**src/rtl/lsg_pkg.sv**
```systemverilog
package lsg_pkg;

    localparam int LEVEL_W   = 32;
    localparam int STEPS_W   = 16;
    localparam int CFG_IDX_W = 3;

    // Register indexes on the configuration port.
    localparam logic [CFG_IDX_W-1:0] REG_START  = 3'd0;
    localparam logic [CFG_IDX_W-1:0] REG_STEP   = 3'd1;
    localparam logic [CFG_IDX_W-1:0] REG_LIMIT  = 3'd2;
    localparam logic [CFG_IDX_W-1:0] REG_STEPS  = 3'd3;
    localparam logic [CFG_IDX_W-1:0] REG_WRAP   = 3'd4;
    localparam logic [CFG_IDX_W-1:0] REG_GROWTH = 3'd5;

    // Loop mode codes. The fourth code behaves as never loop.
    localparam logic [1:0] WRAP_NONE  = 2'd0;
    localparam logic [1:0] WRAP_COUNT = 2'd1;
    localparam logic [1:0] WRAP_LIMIT = 2'd2;

    localparam logic GROW_ADD = 1'b0;
    localparam logic GROW_MUL = 1'b1;

    localparam logic ACT_NEXT = 1'b0;
    localparam logic ACT_SET  = 1'b1;

    typedef struct packed {
        logic                      action;
        logic signed [LEVEL_W-1:0] new_level;
    } t_in_item;

    typedef struct packed {
        logic signed [LEVEL_W-1:0] level_out;
        logic                      wrapped;
        logic                      clipped;
    } t_out_item;

    typedef struct packed {
        logic signed [LEVEL_W-1:0] start_level;
        logic signed [LEVEL_W-1:0] step_amount;
        logic signed [LEVEL_W-1:0] limit_level;
        logic [STEPS_W-1:0]        steps_per_loop;
        logic [1:0]                wrap_mode;
        logic                      growth_kind;
    } t_cfg;

    // Outcome of one advance, excluding the step counter.
    typedef struct packed {
        logic signed [LEVEL_W-1:0] next_level;
        logic                      wrapped;
        logic                      clipped;
    } t_adv;

endpackage

```
**src/rtl/lsg_cfg_regs.sv**
```systemverilog
module lsg_cfg_regs
    import lsg_pkg::*;
(
    input  logic                 i_clk,
    input  logic                 i_rst_n,
    input  logic                 i_cfg_valid,
    input  logic [CFG_IDX_W-1:0] i_cfg_index,
    input  logic [LEVEL_W-1:0]   i_cfg_data,
    output t_cfg                 o_cfg
);

    t_cfg r_cfg;

    always_ff @(posedge i_clk) begin
        if (!i_rst_n) begin
            r_cfg <= '0;
        end else if (i_cfg_valid) begin
            unique case (i_cfg_index)
                REG_START:  r_cfg.start_level    <= signed'(i_cfg_data);
                REG_STEP:   r_cfg.step_amount    <= signed'(i_cfg_data);
                REG_LIMIT:  r_cfg.limit_level    <= signed'(i_cfg_data);
                REG_STEPS:  r_cfg.steps_per_loop <= i_cfg_data[STEPS_W-1:0];
                REG_WRAP:   r_cfg.wrap_mode      <= i_cfg_data[1:0];
                REG_GROWTH: r_cfg.growth_kind    <= i_cfg_data[0];
                default: begin
                end
            endcase
        end
    end

    assign o_cfg = r_cfg;

endmodule

```
**src/rtl/lsg_advance.sv**
```systemverilog
module lsg_advance
    import lsg_pkg::*;
#(
    parameter int FRAC_BITS  = 16,
    parameter int COUNT_BITS = 16
) (
    input  t_cfg                      i_cfg,
    input  logic signed [LEVEL_W-1:0] i_level,
    input  logic [COUNT_BITS-1:0]     i_pos,
    output t_adv                      o_adv,
    output logic [COUNT_BITS-1:0]     o_pos
);

    localparam int PROD_W = 2 * LEVEL_W;
    localparam int CMP_W  = (COUNT_BITS + 1 > STEPS_W) ? COUNT_BITS + 1 : STEPS_W;

    logic signed [LEVEL_W:0]   sum;
    logic signed [PROD_W-1:0]  prod;
    logic signed [PROD_W-1:0]  scaled;
    logic                      sum_hi, sum_lo, mul_hi, mul_lo;
    logic signed [LEVEL_W-1:0] grown;
    logic                      sat;
    logic [CMP_W-1:0]          cnt;
    logic                      loop;
    logic                      limit_up;

    assign sum    = {i_level[LEVEL_W-1], i_level}
                  + {i_cfg.step_amount[LEVEL_W-1], i_cfg.step_amount};
    assign prod   = PROD_W'(i_level) * PROD_W'(i_cfg.step_amount);
    // Arithmetic shift rounds toward minus infinity.
    assign scaled = prod >>> FRAC_BITS;

    assign sum_hi = !sum[LEVEL_W] &&  sum[LEVEL_W-1];
    assign sum_lo =  sum[LEVEL_W] && !sum[LEVEL_W-1];
    assign mul_hi = !scaled[PROD_W-1] &&  (|scaled[PROD_W-2:LEVEL_W-1]);
    assign mul_lo =  scaled[PROD_W-1] && !(&scaled[PROD_W-2:LEVEL_W-1]);

    always_comb begin
        sat   = 1'b0;
        grown = '0;
        case (i_cfg.growth_kind)
            GROW_MUL: begin
                sat = mul_hi || mul_lo;
                if (mul_hi) begin
                    grown = {1'b0, {(LEVEL_W-1){1'b1}}};
                end else if (mul_lo) begin
                    grown = {1'b1, {(LEVEL_W-1){1'b0}}};
                end else begin
                    grown = scaled[LEVEL_W-1:0];
                end
            end
            default: begin
                sat = sum_hi || sum_lo;
                if (sum_hi) begin
                    grown = {1'b0, {(LEVEL_W-1){1'b1}}};
                end else if (sum_lo) begin
                    grown = {1'b1, {(LEVEL_W-1){1'b0}}};
                end else begin
                    grown = sum[LEVEL_W-1:0];
                end
            end
        endcase
    end

    assign cnt      = CMP_W'(i_pos) + CMP_W'(1);
    assign limit_up = i_cfg.limit_level > i_cfg.start_level;

    always_comb begin
        loop  = 1'b0;
        o_pos = i_pos;
        unique case (i_cfg.wrap_mode)
            WRAP_COUNT: begin
                if (cnt >= CMP_W'(i_cfg.steps_per_loop)) begin
                    loop  = 1'b1;
                    o_pos = '0;
                end else begin
                    // Past the counter range it wraps to zero.
                    o_pos = cnt[COUNT_BITS-1:0];
                end
            end
            WRAP_LIMIT: begin
                if (limit_up) begin
                    loop = grown >= i_cfg.limit_level;
                end else begin
                    loop = grown <= i_cfg.limit_level;
                end
            end
            default: begin
            end
        endcase
    end

    assign o_adv.next_level = loop ? i_cfg.start_level : grown;
    assign o_adv.wrapped    = loop;
    assign o_adv.clipped    = sat;

endmodule

```
**src/rtl/looping_sequence_generator.sv**
```systemverilog
// Channel   Direction  Handshake                  Beat
// input     in         i_in_valid / o_in_stall    t_in_item  (action, new_level)
// output    out        o_out_valid / i_out_stall  t_out_item (level_out, wrapped, clipped)
// config    in         i_cfg_valid / o_cfg_ready  i_cfg_index, i_cfg_data
//
// One beat is accepted every cycle while o_in_stall is low. A beat sits in the input
// register, where the combinational add or multiply, saturation and loop test run
// against the held level, and the result lands in the output register.
// Reset is synchronous and clears the valid flags, the configuration, the level and the step counter.
// A stalled output holds its result; the input keeps flowing until a next request
// finds the output still full, and set requests never wait on the output.
module looping_sequence_generator
    import lsg_pkg::*;
#(
    parameter int FRAC_BITS  = 16,
    parameter int COUNT_BITS = 16
) (
    input  logic                 i_clk,
    input  logic                 i_rst_n,
    input  logic                 i_in_valid,
    output logic                 o_in_stall,
    input  t_in_item             i_in_data,
    output logic                 o_out_valid,
    input  logic                 i_out_stall,
    output t_out_item            o_out_data,
    input  logic                 i_cfg_valid,
    output logic                 o_cfg_ready,
    input  logic [CFG_IDX_W-1:0] i_cfg_index,
    input  logic [LEVEL_W-1:0]   i_cfg_data
);

    t_cfg                      cfg;
    t_adv                      adv;
    logic [COUNT_BITS-1:0]     adv_pos;

    logic                      r_in_valid;
    t_in_item                  r_in;
    logic                      r_out_valid;
    t_out_item                 r_out;
    logic signed [LEVEL_W-1:0] r_level;
    logic [COUNT_BITS-1:0]     r_pos;

    logic                      proc_go;
    logic                      in_take;
    logic                      start_wr;

    lsg_cfg_regs u_cfg (
        .i_clk       (i_clk),
        .i_rst_n     (i_rst_n),
        .i_cfg_valid (i_cfg_valid),
        .i_cfg_index (i_cfg_index),
        .i_cfg_data  (i_cfg_data),
        .o_cfg       (cfg)
    );

    lsg_advance #(
        .FRAC_BITS  (FRAC_BITS),
        .COUNT_BITS (COUNT_BITS)
    ) u_adv (
        .i_cfg   (cfg),
        .i_level (r_level),
        .i_pos   (r_pos),
        .o_adv   (adv),
        .o_pos   (adv_pos)
    );

    assign o_cfg_ready = 1'b1;
    assign start_wr    = i_cfg_valid && (i_cfg_index == REG_START);

    // A next request needs room in the output register; a set request does not.
    assign proc_go    = r_in_valid &&
                        !((r_in.action == ACT_NEXT) && r_out_valid && i_out_stall);
    assign o_in_stall = r_in_valid && !proc_go;
    assign in_take    = i_in_valid && !o_in_stall;

    always_ff @(posedge i_clk) begin
        if (!i_rst_n) begin
            r_in_valid <= 1'b0;
        end else if (in_take) begin
            r_in_valid <= 1'b1;
        end else if (proc_go) begin
            r_in_valid <= 1'b0;
        end
    end

    always_ff @(posedge i_clk) begin
        if (in_take) begin
            r_in <= i_in_data;
        end
    end

    always_ff @(posedge i_clk) begin
        if (!i_rst_n) begin
            r_out_valid <= 1'b0;
        end else if (proc_go && (r_in.action == ACT_NEXT)) begin
            r_out_valid <= 1'b1;
        end else if (!i_out_stall) begin
            r_out_valid <= 1'b0;
        end
    end

    always_ff @(posedge i_clk) begin
        if (proc_go && (r_in.action == ACT_NEXT)) begin
            r_out.level_out <= r_level;
            r_out.wrapped   <= adv.wrapped;
            r_out.clipped   <= adv.clipped;
        end
    end

    always_ff @(posedge i_clk) begin
        if (!i_rst_n) begin
            r_level <= '0;
            r_pos   <= '0;
        end else if (start_wr) begin
            r_level <= signed'(i_cfg_data);
        end else if (proc_go) begin
            if (r_in.action == ACT_SET) begin
                r_level <= r_in.new_level;
            end else begin
                r_level <= adv.next_level;
                r_pos   <= adv_pos;
            end
        end
    end

    assign o_out_valid = r_out_valid;
    assign o_out_data  = r_out;

endmodule

```
**config.mk**
```make
export PLATFORM = sky130hd
export DESIGN_NAME = looping_sequence_generator
export DESIGN_NICKNAME = d
export VERILOG_FILES = /design/src/rtl/lsg_pkg.sv /design/src/rtl/lsg_cfg_regs.sv /design/src/rtl/lsg_advance.sv /design/src/rtl/looping_sequence_generator.sv
export SDC_FILE = /design/constraint.sdc
export NUM_CORES = 2
export LEC_CHECK = 0
export ABC_AREA = 1
export BUFFER_PORTS_ARGS = -buffer_cell sky130_fd_sc_hd__buf_2
export CAP_MARGIN = 5
export CORE_MARGIN = 1
export CORE_UTILIZATION = 65
export DETAILED_ROUTE_END_ITERATION = 12
export PLACE_DENSITY = 0.85
export SYNTH_ARGS = -nofsm -noshare
export SYNTH_HDL_FRONTEND = slang
export SYNTH_SLANG_ARGS = --single-unit
```
**constraint.sdc**
```tcl
create_clock -name i_clk -period 25 [get_ports i_clk]
set_input_delay 1.25 -clock i_clk [delete_from_list [all_inputs] [get_ports i_clk]]
set_output_delay 1.25 -clock i_clk [all_outputs]
set_load 0.02 [all_outputs]
```
==> metrics.md <==
| Metric | Value |
|---|---|
| 1st-iter DRT viols | `just under 4000` |
| Syn_area_per_cell | `7.66 µm²` |
| Clk Latency, worst-skew pair | `540 ps` |
| Bufs on Longest Clock Path | `3` |
| Min cycle time layout | `roughly 13000 ps` |
| Clock-pin slew of the registers on the worst-case setup and hold paths | `70 ps` |
| WP buf/inv | `10` |
| Row count | `103` |
| Clk sink count | `around 230` |
| CTS Hold Buffers Added | `0` |
| FF+latch count, synth | `approximately 230` |
| Grt total ovfl | `0` |
| Critical Path RT | `about 25000 ps` |
| GP Congestion | `between 1 and 1.5` |
| Via density | `about 5.6` |
| Post-synth top cells | `nand2_1, inv_1, fa_1` |
| Gr usage total | `39.8%` |
| TritonCTS clock tree | `built` |
| TritonCTS buffer count | `23` |
| H-Tree Depth | `1` |
| Pwr per Cell Area | `approximately 25 mW/mm²` |
| Initial antenna violation count | `1` |
| Post-synthesis cell area | `roughly 0.052 mm²` |
| Die width | `about 280 µm` |
| First-pass GRT wire length | `around 250000 µm` |
| CP endpoint kind | `flop` |
| Initial Utilization | `around two thirds` |
| Cell family with most CP delay | `adder cells` |
| Share of cells above drive strength 1 | `4.43%` |
| Synthesized Nets | `about 8200` |
| Die area | `a little over 0.08 mm²` |
| Post-Synth Adder-Cell Area | `between 40% and 50%` |
| # DRC | `0` |
| Final #Nets | `roughly 8000` |
| Largest family of logic cells by synthesized area | `adder cells` |
| Design Area, Final | `around 0.054 mm²` |
| Final-report hold violation count | `0` |
| Number of enable flip-flop cells after synthesis | `between 60 and 70` |
| Ys flop type | `dfxtp_1` |
| Pre-CTS setup slack | `about 12000 ps` |
| I/O Pins | `110` |
| Critical-path maximum fanout | `60` |
| Simple-gate share of the synthesized area | `a little under a fifth` |
| RSZ-0062 raised after global routing | `false` |
| FFs w/ async S/R, synth | `0%` |
| Placed Area | `approximately 0.053 mm²` |
| Placed insts | `around 7800` |
| Critical Setup Path Class | `flop to flop` |
| Core area | `0.0790 mm²` |
| Total vias in the final route | `43700` |
| WL/cell | `between 20 and 25 µm` |
| Final worst slack | `roughly 12000 ps` |
| Total iterations of the first detailed-routing run | `6` |
| # resized after CTS | `0` |
| Die Ht | `285 µm` |
| Hpwl dp | `between 100000 and 150000 µm` |
| DRT Wirelength | `157000 µm` |
| Slowest cell on crit path | `fa_1` |
| Max-slew violations | `0` |
| Outcome | `finished clean` |
| Worst EP arrival | `about 14000 ps` |
| Area leader, netlist | `fa_1` |
| Max VDD drop | `about 0.075 mV` |
| Most common cell in the synthesized netlist | `nand2_1` |
| Share of the synthesized area in the top cell type | `between 40% and 50%` |
| Final Setup Violations | `0` |
| Post-CTS Setup Inserts | `0` |
| Hold crit path type | `flop to flop` |
| Ant. Diodes | `0` |
| Skew final | `16.6 ps` |
| Least-Margin Pin Slew | `between 1000 and 1500 ps` |
| Synth warn | `0` |
| Total power | `1.35 mW` |
| Setup TNS | `0 ps` |
| PortBufs | `around 110` |
| Post-synthesis mux area share | `0%` |
| MaxCap Viol Count | `0` |
| CP peak stage delay | `620 ps` |
| Vias in the first global route | `about 46000` |
| Synth area leaders | `fa_1, nand2_1, inv_1` |
| CP most frequent cell | `nand2_1` |
| Crit path launch type | `flop` |
| Reg power frac | `a little under a third` |
| Rel. slew slack | `between 20% and 30%` |
| Sw frac | `41.8%` |
| Synth Area in Compound Gates | `5.67%` |
| Post-synthesis cell count | `approximately 6800` |
| Internal Power | `~0.79 mW` |
| Clock share of power | `26.3%` |
| Max Clk Rate | `75.6 MHz` |
| Pin count of the biggest net entering global routing | `86` |
| Area grow syn2layout | `4.13%` |
| Post-route ant nets | `0` |
| Net Sw Power | `0.565 mW` |
| Comb pwr share | `between 40% and 50%` |
| Static leakage | `between 30 and 40 nW` |
| Tcrit/Tclk final | `a little over half` |
| Clock Root Buffer | `clkbuf_16` |
| Final std cells w/o fill | `7793` |
| Xor/xnor share of the synthesized area | `between 1 and 1.5%` |
| Seq/Total Area, Yosys | `about a tenth` |
| Distinct cells, synth | `52` |
layer usage:
| layer | GRT usage, % | up-vias | wire length (µm) |
|---|---|---|---|
| li1 | - | 19400 | - |
| met1 | 52.2 | 21300 | 59100 |
| met2 | 65.3 | 2446 | 73300 |
| met3 | 7.21 | 463 | 17000 |
| met4 | 16.3 | 2 | 7250 |
| met5 | 0 | - | 13 |
flip-flops by register name, indices dropped and copies added, names as in the netlist:
signal       flops
u_cfg.o_cfg    115
o_out_data      34
r_in            33
r_level         32
r_pos           16
o_out_valid      1
r_in_valid       1
cell type report:
class / instances / area (µm²)
Inverter: 1849 / 6940
Clock inverter: 14 / 156
Multi-Input combinational cell: 4430 / 38600
Clock buffer: 27 / 591
Timing Repair Buffer: 191 / 1160
Sequential cell: 232 / 5330
Fill cell: 6273 / 24900
Tap cell: 1050 / 1310
placed cells by master (no fill, tap or decap), types with 6 or more instances in the layout:
| master | instances |
|---|---|
| nand3_1 | 172 |
| nand2_1 | 1841 |
| a21boi_0 | 29 |
| edfxtp_1 | 67 |
| xor2_1 | 41 |
| o21bai_1 | 16 |
| nand2_2 | 14 |
| nor3_1 | 21 |
| nand4_1 | 19 |
| a21oi_1 | 292 |
| clkbuf_16 | 23 |
| fa_1 | 1082 |
| dfxtp_1 | 157 |
| a31oi_1 | 6 |
| and3_1 | 9 |
| dfxtp_2 | 8 |
| ha_1 | 298 |
| o21ai_0 | 162 |
| or2_2 | 7 |
| xnor2_1 | 27 |
| inv_1 | 1831 |
| buf_2 | 108 |
| nor2_1 | 310 |
| nor4_1 | 8 |
| o21ai_1 | 7 |
| nor2_2 | 16 |
| inv_2 | 14 |
| nand3b_1 | 8 |
| buf_4 | 83 |
cells by family (layout without fill, tap and decap cells):
| family | count (synthesis) | in the layout |
|---|---|---|
| and+or+nand+nor | 2438 | 2438 |
| buffers and inverters | 2122 | 2081 |
| adders and majority gates | 1380 | 1380 |
| AOI/OAI and AO/OA | 543 | 543 |
| DFF | 232 | 232 |
| xor gates and xnor gates | 68 | 68 |
| other | 1 | 1 |
power groups by stage:
stage | Sequential (mW) | Clock [mW] | Combinational, mW
final | 0.420 | 0.356 | 0.576
after global routing | 0.421 | 0.367 | 0.624
after CTS | 0.419 | 0.357 | 0.562
after detailed placement | 0.427 | 0 | 0.555
after global placement | 0.427 | 0 | 0.545
after floorplan | 0.422 | 0 | 0.364
worst paths after layout:
check                                        to  slack (ps)             from  cells past startpoint
worst max-delay path                r_level[15]       11770      r_level[31]                     52
worst min-delay path            u_cfg.o_cfg[17]         470  u_cfg.o_cfg[17]                      2
worst max register to register      r_level[15]       11770      r_level[31]                     52
worst min register to register  u_cfg.o_cfg[17]         470  u_cfg.o_cfg[17]                      2
tightest hold or removal path, cell delays in order, from the launching register on:
cell     delay [ps]
dfxtp_1         300
inv_1            60
a21oi_1          60
through the flow:
step	utilization [%]	hold WS (ps)
floorplan	-	428
global route	68.5	483
CTS	68.5	468
global placement	67.5	439
finish	68.5	468
detailed placement	67.5	458
Note: power is estimated with default switching activity, not from simulation.
